### src/hdl/udqs_pkg.sv
// ----------------------------------------------------------------------------
// udqs_pkg
// Types and constants shared by the dash and quote substitution block.
// ----------------------------------------------------------------------------
package udqs_pkg;

  // Characters that start or extend a mark
  localparam logic [7:0] BYTE_DASH = 8'h2D;
  localparam logic [7:0] BYTE_BQ   = 8'h60;
  localparam logic [7:0] BYTE_APOS = 8'h27;

  // UTF-8 punctuation: every sequence is E2 80 xx, only the tail differs
  localparam logic [7:0] UTF8_LEAD = 8'hE2;
  localparam logic [7:0] UTF8_CONT = 8'h80;
  localparam logic [7:0] TAIL_EM   = 8'h94;
  localparam logic [7:0] TAIL_EN   = 8'h93;
  localparam logic [7:0] TAIL_LDQ  = 8'h9C;
  localparam logic [7:0] TAIL_LSQ  = 8'h98;
  localparam logic [7:0] TAIL_RDQ  = 8'h9D;
  localparam logic [7:0] TAIL_RSQ  = 8'h99;

  // Pending mark codes
  localparam logic [2:0] MARK_NONE  = 3'd0;
  localparam logic [2:0] MARK_DASH1 = 3'd1;
  localparam logic [2:0] MARK_DASH2 = 3'd2;
  localparam logic [2:0] MARK_BQ    = 3'd3;
  localparam logic [2:0] MARK_APOS  = 3'd4;

  // Token queue geometry
  localparam int unsigned TOK_DEPTH = 4;
  localparam int unsigned TOK_PTR_W = 2;
  localparam int unsigned TOK_CNT_W = 3;

  // Byte position inside a three-byte sequence
  localparam logic [1:0] POS_LEAD = 2'd0;
  localparam logic [1:0] POS_CONT = 2'd1;
  localparam logic [1:0] POS_TAIL = 2'd2;

  // One output token: a plain byte, or a UTF-8 sequence given by its tail
  typedef struct packed {
    logic       seq;
    logic [7:0] data;
    logic       fin;
  } tok_t;

  // Up to two tokens written into the queue in one cycle
  typedef struct packed {
    logic [1:0] cnt;
    tok_t       tok0;
    tok_t       tok1;
  } push_t;

endpackage

### src/hdl/udqs_in_if.sv
// ----------------------------------------------------------------------------
// udqs_in_if
// Input channel: one text byte per transaction, flag on the final byte.
// ----------------------------------------------------------------------------
interface udqs_in_if;
  logic       valid;
  logic       ready;
  logic [7:0] in_byte;
  logic       end_of_text;

  modport source (output valid, output in_byte, output end_of_text, input ready);
  modport sink   (input valid, input in_byte, input end_of_text, output ready);
endinterface

### src/hdl/udqs_out_if.sv
// ----------------------------------------------------------------------------
// udqs_out_if
// Output channel: one output byte per transaction, flag on the last byte.
// ----------------------------------------------------------------------------
interface udqs_out_if;
  logic       valid;
  logic       ready;
  logic [7:0] out_byte;
  logic       final_out;

  modport source (output valid, output out_byte, output final_out, input ready);
  modport sink   (input valid, input out_byte, input final_out, output ready);
endinterface

### src/hdl/utf8_dash_quote_substitute.sv
// ----------------------------------------------------------------------------
// utf8_dash_quote_substitute
// Rewrites typewriter dashes and quotes in a byte stream as UTF-8 punctuation.
//
//   Channel   Dir   Payload                  Transaction
//   in_i      in    in_byte, end_of_text     one text byte
//   out_o     out   out_byte, final_out      one output byte
//
// An input byte is classified in the cycle it is accepted and yields up to
// two tokens (plain byte or three-byte sequence) in a four-entry queue.
// The back end sends one byte per cycle while the output is not stalled, so
// an input byte yields zero to six output bytes; sustained rate is set by the
// one-byte output port. Input stalls only when the queue has fewer than two
// free entries. Reset clears the pending mark, queue and output valid; no
// clearing pass is needed.
// ----------------------------------------------------------------------------
module utf8_dash_quote_substitute (
  input  logic       clk_i,
  input  logic       rst_ni,
  udqs_in_if.sink    in_i,
  udqs_out_if.source out_o
);

  udqs_pkg::push_t push;
  udqs_pkg::tok_t  head;
  logic            empty;
  logic            space;
  logic            pop;

  udqs_front u_front (
    .clk_i         (clk_i),
    .rst_ni        (rst_ni),
    .in_valid_i    (in_i.valid),
    .in_ready_o    (in_i.ready),
    .in_byte_i     (in_i.in_byte),
    .end_of_text_i (in_i.end_of_text),
    .space_i       (space),
    .push_o        (push)
  );

  udqs_tok_fifo u_fifo (
    .clk_i   (clk_i),
    .rst_ni  (rst_ni),
    .push_i  (push),
    .pop_i   (pop),
    .head_o  (head),
    .empty_o (empty),
    .space_o (space)
  );

  udqs_back u_back (
    .clk_i       (clk_i),
    .rst_ni      (rst_ni),
    .head_i      (head),
    .empty_i     (empty),
    .pop_o       (pop),
    .out_valid_o (out_o.valid),
    .out_ready_i (out_o.ready),
    .out_byte_o  (out_o.out_byte),
    .final_out_o (out_o.final_out)
  );

endmodule

### src/hdl/udqs_front.sv
// ----------------------------------------------------------------------------
// udqs_front
// Classifies each input byte against the pending mark and emits up to two
// output tokens into the token queue.
// ----------------------------------------------------------------------------
module udqs_front (
  input  logic                 clk_i,
  input  logic                 rst_ni,
  input  logic                 in_valid_i,
  output logic                 in_ready_o,
  input  logic [7:0]           in_byte_i,
  input  logic                 end_of_text_i,
  input  logic                 space_i,
  output udqs_pkg::push_t      push_o
);

  logic [2:0]      pend_q, pend_d;
  logic [2:0]      mark_n;
  logic            accept;
  logic            fresh;
  logic            a_vld, b_vld;
  udqs_pkg::tok_t  a_tok, b_tok;
  udqs_pkg::push_t push;

  // Short form of a mark when it is not extended
  function automatic udqs_pkg::tok_t short_tok(input logic [2:0] mark);
    udqs_pkg::tok_t t;
    t.fin = 1'b0;
    case (mark)
      udqs_pkg::MARK_DASH1: begin t.seq = 1'b0; t.data = udqs_pkg::BYTE_DASH; end
      udqs_pkg::MARK_DASH2: begin t.seq = 1'b1; t.data = udqs_pkg::TAIL_EN;   end
      udqs_pkg::MARK_BQ:    begin t.seq = 1'b1; t.data = udqs_pkg::TAIL_LSQ;  end
      udqs_pkg::MARK_APOS:  begin t.seq = 1'b1; t.data = udqs_pkg::TAIL_RSQ;  end
      default:              begin t.seq = 1'b0; t.data = '0;                  end
    endcase
    return t;
  endfunction

  function automatic udqs_pkg::tok_t seq_tok(input logic [7:0] tail);
    udqs_pkg::tok_t t;
    t.seq  = 1'b1;
    t.data = tail;
    t.fin  = 1'b0;
    return t;
  endfunction

  assign in_ready_o = space_i;
  assign accept     = in_valid_i && space_i;

  always_comb begin
    a_vld  = 1'b0;
    a_tok  = '0;
    b_vld  = 1'b0;
    b_tok  = '0;
    fresh  = 1'b0;
    mark_n = udqs_pkg::MARK_NONE;

    // Resolve the lookahead first
    case (pend_q)
      udqs_pkg::MARK_DASH1: begin
        if (in_byte_i == udqs_pkg::BYTE_DASH) begin
          mark_n = udqs_pkg::MARK_DASH2;
        end else begin
          a_vld = 1'b1;
          a_tok = short_tok(pend_q);
          fresh = 1'b1;
        end
      end
      udqs_pkg::MARK_DASH2: begin
        if (in_byte_i == udqs_pkg::BYTE_DASH) begin
          a_vld = 1'b1;
          a_tok = seq_tok(udqs_pkg::TAIL_EM);
        end else begin
          a_vld = 1'b1;
          a_tok = short_tok(pend_q);
          fresh = 1'b1;
        end
      end
      udqs_pkg::MARK_BQ: begin
        if (in_byte_i == udqs_pkg::BYTE_BQ) begin
          a_vld = 1'b1;
          a_tok = seq_tok(udqs_pkg::TAIL_LDQ);
        end else begin
          a_vld = 1'b1;
          a_tok = short_tok(pend_q);
          fresh = 1'b1;
        end
      end
      udqs_pkg::MARK_APOS: begin
        if (in_byte_i == udqs_pkg::BYTE_APOS) begin
          a_vld = 1'b1;
          a_tok = seq_tok(udqs_pkg::TAIL_RDQ);
        end else begin
          a_vld = 1'b1;
          a_tok = short_tok(pend_q);
          fresh = 1'b1;
        end
      end
      default: begin
        fresh = 1'b1;
      end
    endcase

    // Handle the byte as if nothing were pending
    if (fresh) begin
      if (in_byte_i == udqs_pkg::BYTE_DASH) begin
        mark_n = udqs_pkg::MARK_DASH1;
      end else if (in_byte_i == udqs_pkg::BYTE_BQ) begin
        mark_n = udqs_pkg::MARK_BQ;
      end else if (in_byte_i == udqs_pkg::BYTE_APOS) begin
        mark_n = udqs_pkg::MARK_APOS;
      end else begin
        b_vld      = 1'b1;
        b_tok.seq  = 1'b0;
        b_tok.data = in_byte_i;
        b_tok.fin  = 1'b0;
      end
    end

    // Flush at end of text; a plain byte and a new mark never both occur
    pend_d = mark_n;
    if (end_of_text_i && (mark_n != udqs_pkg::MARK_NONE)) begin
      b_vld  = 1'b1;
      b_tok  = short_tok(mark_n);
      pend_d = udqs_pkg::MARK_NONE;
    end

    // Pack the tokens into the lowest slots and tag the last one
    push = '0;
    if (a_vld) begin
      push.tok0 = a_tok;
      push.tok1 = b_tok;
      push.cnt  = b_vld ? 2'd2 : 2'd1;
      if (b_vld) begin
        push.tok1.fin = end_of_text_i;
      end else begin
        push.tok0.fin = end_of_text_i;
      end
    end else if (b_vld) begin
      push.tok0     = b_tok;
      push.tok0.fin = end_of_text_i;
      push.cnt      = 2'd1;
    end
    if (!accept) begin
      push.cnt = 2'd0;
    end
  end

  assign push_o = push;

  always_ff @(posedge clk_i or negedge rst_ni) begin
    if (!rst_ni) begin
      pend_q <= udqs_pkg::MARK_NONE;
    end else if (accept) begin
      pend_q <= pend_d;
    end
  end

endmodule

### src/hdl/udqs_tok_fifo.sv
// ----------------------------------------------------------------------------
// udqs_tok_fifo
// Short token queue between front and back: up to two writes and one read
// per cycle.
// ----------------------------------------------------------------------------
module udqs_tok_fifo (
  input  logic            clk_i,
  input  logic            rst_ni,
  input  udqs_pkg::push_t push_i,
  input  logic            pop_i,
  output udqs_pkg::tok_t  head_o,
  output logic            empty_o,
  output logic            space_o
);

  udqs_pkg::tok_t                   mem_q [udqs_pkg::TOK_DEPTH];
  logic [udqs_pkg::TOK_PTR_W-1:0]   wr_ptr_q, rd_ptr_q;
  logic [udqs_pkg::TOK_PTR_W-1:0]   wr_ptr1;
  logic [udqs_pkg::TOK_CNT_W-1:0]   count_q;
  logic                             do_pop;

  assign wr_ptr1 = wr_ptr_q + 1'b1;
  assign empty_o = (count_q == '0);
  assign space_o = (count_q <= udqs_pkg::TOK_CNT_W'(udqs_pkg::TOK_DEPTH - 2));
  assign head_o  = mem_q[rd_ptr_q];
  assign do_pop  = pop_i && !empty_o;

  always_ff @(posedge clk_i) begin
    if (push_i.cnt != 2'd0) begin
      mem_q[wr_ptr_q] <= push_i.tok0;
    end
    if (push_i.cnt == 2'd2) begin
      mem_q[wr_ptr1] <= push_i.tok1;
    end
  end

  always_ff @(posedge clk_i or negedge rst_ni) begin
    if (!rst_ni) begin
      wr_ptr_q <= '0;
      rd_ptr_q <= '0;
      count_q  <= '0;
    end else begin
      wr_ptr_q <= wr_ptr_q + udqs_pkg::TOK_PTR_W'(push_i.cnt);
      if (do_pop) begin
        rd_ptr_q <= rd_ptr_q + 1'b1;
      end
      count_q <= count_q + udqs_pkg::TOK_CNT_W'(push_i.cnt)
                 - udqs_pkg::TOK_CNT_W'(do_pop);
    end
  end

endmodule

### src/hdl/udqs_back.sv
// ----------------------------------------------------------------------------
// udqs_back
// Serialises tokens into output bytes through the output register, one byte
// per cycle while the output is not stalled.
// ----------------------------------------------------------------------------
module udqs_back (
  input  logic           clk_i,
  input  logic           rst_ni,
  input  udqs_pkg::tok_t head_i,
  input  logic           empty_i,
  output logic           pop_o,
  output logic           out_valid_o,
  input  logic           out_ready_i,
  output logic [7:0]     out_byte_o,
  output logic           final_out_o
);

  logic [1:0] pos_q;
  logic       valid_q;
  logic [7:0] byte_q, byte_d;
  logic       fin_q;
  logic       load;
  logic       tok_done;

  assign load     = !empty_i && (!valid_q || out_ready_i);
  assign tok_done = !head_i.seq || (pos_q == udqs_pkg::POS_TAIL);
  assign pop_o    = load && tok_done;

  always_comb begin
    if (!head_i.seq) begin
      byte_d = head_i.data;
    end else begin
      case (pos_q)
        udqs_pkg::POS_LEAD: byte_d = udqs_pkg::UTF8_LEAD;
        udqs_pkg::POS_CONT: byte_d = udqs_pkg::UTF8_CONT;
        default:            byte_d = head_i.data;
      endcase
    end
  end

  always_ff @(posedge clk_i or negedge rst_ni) begin
    if (!rst_ni) begin
      valid_q <= 1'b0;
      pos_q   <= udqs_pkg::POS_LEAD;
    end else begin
      if (load) begin
        valid_q <= 1'b1;
        pos_q   <= tok_done ? udqs_pkg::POS_LEAD : pos_q + 1'b1;
      end else if (out_ready_i) begin
        valid_q <= 1'b0;
      end
    end
  end

  // Payload holds while the output stalls
  always_ff @(posedge clk_i) begin
    if (load) begin
      byte_q <= byte_d;
      fin_q  <= head_i.fin && tok_done;
    end
  end

  assign out_valid_o = valid_q;
  assign out_byte_o  = byte_q;
  assign final_out_o = fin_q;

endmodule

### src/flat_wrapper.sv
// flat-port wrapper written by rule: the top's interface ports become plain ports
module utf8_dash_quote_substitute_flat 
  (clk_i, rst_ni, in_i_valid, in_i_in_byte, in_i_end_of_text, in_i_ready, out_o_valid, out_o_out_byte, out_o_final_out, out_o_ready);
  udqs_in_if in_i_i ();
  udqs_out_if out_o_i ();
  input  logic clk_i;
  input  logic rst_ni;
  input wire logic [$bits(in_i_i.valid)-1:0] in_i_valid;
  input wire logic [$bits(in_i_i.in_byte)-1:0] in_i_in_byte;
  input wire logic [$bits(in_i_i.end_of_text)-1:0] in_i_end_of_text;
  output wire logic [$bits(in_i_i.ready)-1:0] in_i_ready;
  output wire logic [$bits(out_o_i.valid)-1:0] out_o_valid;
  output wire logic [$bits(out_o_i.out_byte)-1:0] out_o_out_byte;
  output wire logic [$bits(out_o_i.final_out)-1:0] out_o_final_out;
  input wire logic [$bits(out_o_i.ready)-1:0] out_o_ready;
  assign in_i_i.valid = in_i_valid;
  assign in_i_i.in_byte = in_i_in_byte;
  assign in_i_i.end_of_text = in_i_end_of_text;
  assign in_i_ready = in_i_i.ready;
  assign out_o_valid = out_o_i.valid;
  assign out_o_out_byte = out_o_i.out_byte;
  assign out_o_final_out = out_o_i.final_out;
  assign out_o_i.ready = out_o_ready;
  utf8_dash_quote_substitute u_core (.clk_i(clk_i), .rst_ni(rst_ni), .in_i(in_i_i), .out_o(out_o_i));
endmodule
### config.mk
export PLATFORM = sky130hd
export DESIGN_NAME = utf8_dash_quote_substitute_flat
export DESIGN_NICKNAME = d
export VERILOG_FILES = /design/src/hdl/udqs_pkg.sv /design/src/hdl/udqs_in_if.sv /design/src/hdl/udqs_out_if.sv /design/src/hdl/utf8_dash_quote_substitute.sv /design/src/hdl/udqs_front.sv /design/src/hdl/udqs_tok_fifo.sv /design/src/hdl/udqs_back.sv /design/src/flat_wrapper.sv
export SDC_FILE = /design/constraint.sdc
export NUM_CORES = 1
export LEC_CHECK = 0
export BUFFER_PORTS_ARGS = -buffer_cell sky130_fd_sc_hd__buf_2
export CAP_MARGIN = 0
export CELL_PAD_IN_SITES_DETAIL_PLACEMENT = 0
export CELL_PAD_IN_SITES_GLOBAL_PLACEMENT = 1
export CORE_UTILIZATION = 51
export CTS_BUF_LIST = sky130_fd_sc_hd__clkbuf_2
export DETAILED_ROUTE_END_ITERATION = 16
export GPL_TIMING_DRIVEN = 1
export PLACE_DENSITY = 0.87
export SYNTH_ARGS = -nofsm -noshare
export SYNTH_HDL_FRONTEND = slang
export SYNTH_SLANG_ARGS = --single-unit
### constraint.sdc
create_clock -name clk_i -period 3.9 [get_ports clk_i]
set_input_delay 0.195 -clock clk_i [delete_from_list [all_inputs] [get_ports clk_i]]
set_output_delay 0.195 -clock clk_i [all_outputs]
set_load 0.03 [all_outputs]
==> flow_summary_export.csv <==
group,metric,value,unit
outcome,status,"finished clean",
sta,fin_tns_setup,0,ns
cells_and_area,syn_to_final_growth,12.94,%
power_and_ir_drop,swShare,0.3690,
sta,clock.fmax,277.8,MHz
cells_and_area,finalNonFillerCells,508,
floorplan,core,7331,um2
placed_design,port_buffers,23,
sta,finClkSkew,0.03371,ns
routing,viasPerCell,6.150,
grt,grt_pass1_vias,2921,
power_and_ir_drop,power.switching,864.1,uW
worst_setup_path,setup.worst_path.class,"register to register",
routing,via_count,3124,
worst_setup_path,cp_data_arrival_time,3.94,ns
logic_synthesis,synth_nets,386,
logic_synthesis,synth_edf_count,49,
floorplan,initial_core_util,0.5317,
power_and_ir_drop,p_per_area,532.0,nW/um2
clock_tree,clock_sinks,62,
sta,setup_slack,0.3002,ns
clock_tree,clockBufferDepth,2,
cells_and_area,drive_above_1_share,0.2127,
worst_setup_path,r2r_slack,0.30,ns
placed_design,placedInstanceArea,4237,um2
clock_tree,cts_tree,"yes",
cells_and_area,multiInputGateArea,1961,um2
power_and_ir_drop,combPwrFrac,0.355,
logic_synthesis,yosysWarnings,0,
cells_and_area,postLayoutCoreUtil,0.6004,
grt,grt_max_degree,21,
clock_tree,ctsHoldBuffers,2,
power_and_ir_drop,power_leakage,1.692,nW
clock_tree,clk_latency,0.50,ns
sta,finalCriticalPeriod,3.600,ns
cells_and_area,nFillCells,588,
worst_hold_path,hp-class,"input pin to asynchronous set/reset pin",
sta,drv_slew,0,
logic_synthesis,ys_types,62,
flow_run,maxCapViolCount,0,
clock_tree,htreeDepth,3,
cells_and_area,antenna_cells,0,
logic_synthesis,async_flop_share,0.2097,
sta,fin_crit_sh,0.9230,
worst_setup_path,rr_endpoint,"u_core.u_fifo.mem_q[1][3]",
routing,drc_errors,0,
clock_tree,cts-root-buf,"clkbuf_2",
cells_and_area,layout_commonest_cell,"edfxtp_1",
worst_setup_path,crit_fanout,12,
clock_tree,cts_buffers,9,
floorplan,die_w,89.42,um
grt,antenna_found_initial,0,
power_and_ir_drop,ir_drop,0.0002097,V
power_and_ir_drop,power,2.342,mW
placed_design,dpl.hpwl,7080,um
worst_setup_path,end_kind,"register",
clock_tree,cts.repair.resized,0,
worst_setup_path,cp.required,4.24,ns
sta,maxSlewHeadroom,0.4676,
cells_and_area,final-seq-area,1797,um2
grt,grt_pass1_wl,15490,um
power_and_ir_drop,power.clock.fraction,0.209,
routing,antenna_left,0,
grt,track_usage,0.2668,
routing,routedWlPerCell,18.87,um
worst_setup_path,critPathLaunchType,"register",
floorplan,io_pins,24,
power_and_ir_drop,pwr-share-seq,0.435,
placed_design,dp_slack,0.3929,ns
routing,dr.first_iter.drc_count,261,
worst_setup_path,r2r_cells,11,
cells_and_area,nets,426,
routing,routed_wl,9586,um
logic_synthesis,avgSynthCellArea,10.71,um2
sta,worst_pin_slew,0.7915,ns
floorplan,core.rowCount,31,
routing,firstDrtPassIters,6,
cells_and_area,final_area,4402,um2
cells_and_area,mostFrequentLayoutCells,"edfxtp_1, a21oi_1, nand2_1, buf_4",
clock_tree,postCtsSetupBuffers,0,
logic_synthesis,synth_cells,364,
floorplan,die-area,7996,um2
placed_design,dp_cells,490,
worst_setup_path,r2r-start,"u_core.u_front.pend_q[1]",
sta,whs,0.09397,ns
power_and_ir_drop,internal_power,1.478,mW
sta,setup_viol,0,
logic_synthesis,synth-main-ff-cell,"edfxtp_1",
logic_synthesis,seq_area_frac_synth,0.4610,
sta,grt_setup_unrepaired,"no",
logic_synthesis,synth.cell_area,3897,um2
sta,hold_viol_final,0,
grt,grt-ovfl-total,0,
logic_synthesis,ys_seq_elements,62,
placed_design,place_congestion,0.9182,
floorplan,die_height,89.42,um
clock_tree,cts.clk_slew.worst_paths,0.21,ns
worst max path at each step:
stage / startpoint / cells after the start / to
after floorplan: u_core.u_front.pend_q[1] / 10 / u_core.u_fifo.mem_q[1][3]
after global placement: u_core.u_front.pend_q[1] / 11 / u_core.u_fifo.mem_q[0][9]
after detailed placement: u_core.u_front.pend_q[1] / 11 / u_core.u_fifo.mem_q[0][9]
after CTS: u_core.u_front.pend_q[1] / 11 / u_core.u_fifo.mem_q[1][3]
after global routing: u_core.u_front.pend_q[1] / 11 / u_core.u_fifo.mem_q[0][9]
final: u_core.u_front.pend_q[1] / 11 / u_core.u_fifo.mem_q[1][3]
sequential cells by signal (all words and copies together), names as in the netlist:
| signal | cells |
|---|---|
| u_core.u_fifo.mem_q | 40 |
| u_core.u_back.out_byte_o | 8 |
| u_core.u_fifo.count_q | 3 |
| u_core.u_front.pend_q | 3 |
| u_core.u_back.pos_q | 2 |
| u_core.u_fifo.rd_ptr_q | 2 |
| u_core.u_fifo.wr_ptr_q | 2 |
| u_core.u_back.final_out_o | 1 |
| u_core.u_back.out_valid_o | 1 |
cell type report:
| type | count | area share |
|---|---|---|
| Tap cell | 99 | 0.02814 |
| Sequential cell | 62 | 0.4082 |
| Inverter | 14 | 0.01194 |
| Multi-Input combinational cell | 267 | 0.4454 |
| Clock buffer | 9 | 0.01023 |
| Clock inverter | 7 | 0.02274 |
| Timing Repair Buffer | 50 | 0.07334 |
kinds of logic (layout without fill, tap and decap cells):
family / count (synthesis) / in the layout / share of synthesized area
flops: 62 / 62 / 0.4610
xor+xnor: 12 / 12 / 0.02697
buf+inv: 35 / 80 / 0.03595
fa+ha+maj: 13 / 13 / 0.04109
simple gates: 117 / 117 / 0.1676
mux: 31 / 31 / 0.1117
compound gates: 94 / 94 / 0.1557
Yosys cell counts (3+ instances only):
library cell  number  share of area
xnor2_1           10          0.022
edfxtp_1          49           0.38
ha_1               8          0.026
nor2b_1           10          0.016
a31oi_1            3         0.0048
clkbuf_1          17          0.016
mux2i_1           21          0.054
o22ai_1            5         0.0080
nand2b_1           6         0.0096
nor3_1             4         0.0051
nand2_1           30          0.029
inv_1             14          0.013
maj3_1             4          0.010
nand3_1           15          0.019
or2_2              4         0.0064
a21oi_1           37          0.048
mux4_2            10          0.058
nor2_1            23          0.022
dfrtp_1           13          0.083
nand3b_1           3         0.0058
or4_1              3         0.0058
o221ai_1           9          0.020
o31ai_1            4         0.0077
o21ai_0           15          0.019
worst max-delay path, cell delays in order (launching register included):
cell	delay, ns
dfrtp_1	0.43
or4bb_1	0.52
a2111oi_0	0.43
buf_4	0.19
o211ai_1	0.16
ha_1	0.41
nand2b_1	0.21
or4_1	0.46
buf_4	0.22
nor2_1	0.20
a21oi_1	0.07
o22ai_1	0.14
layer usage:
layer	vias up	track usage	part of all wire
met5	-	0	0
met4	0	0.1356	0.028
met3	32	0.04709	0.052
met2	141	0.4185	0.48
met1	1482	0.3564	0.44
li1	1469	-	-
power by group through the flow:
stage / logic [mW] / registers (mW) / clock network [mW]
CTS: 0.840 / 1.02 / 0.500
detailed placement: 0.834 / 1.03 / 0
global placement: 0.805 / 1.02 / 0
finish: 0.832 / 1.02 / 0.490
global route: 0.939 / 1.05 / 0.522
floorplan: 0.556 / 1.09 / 0
Note: power is estimated with default switching activity, not from simulation.
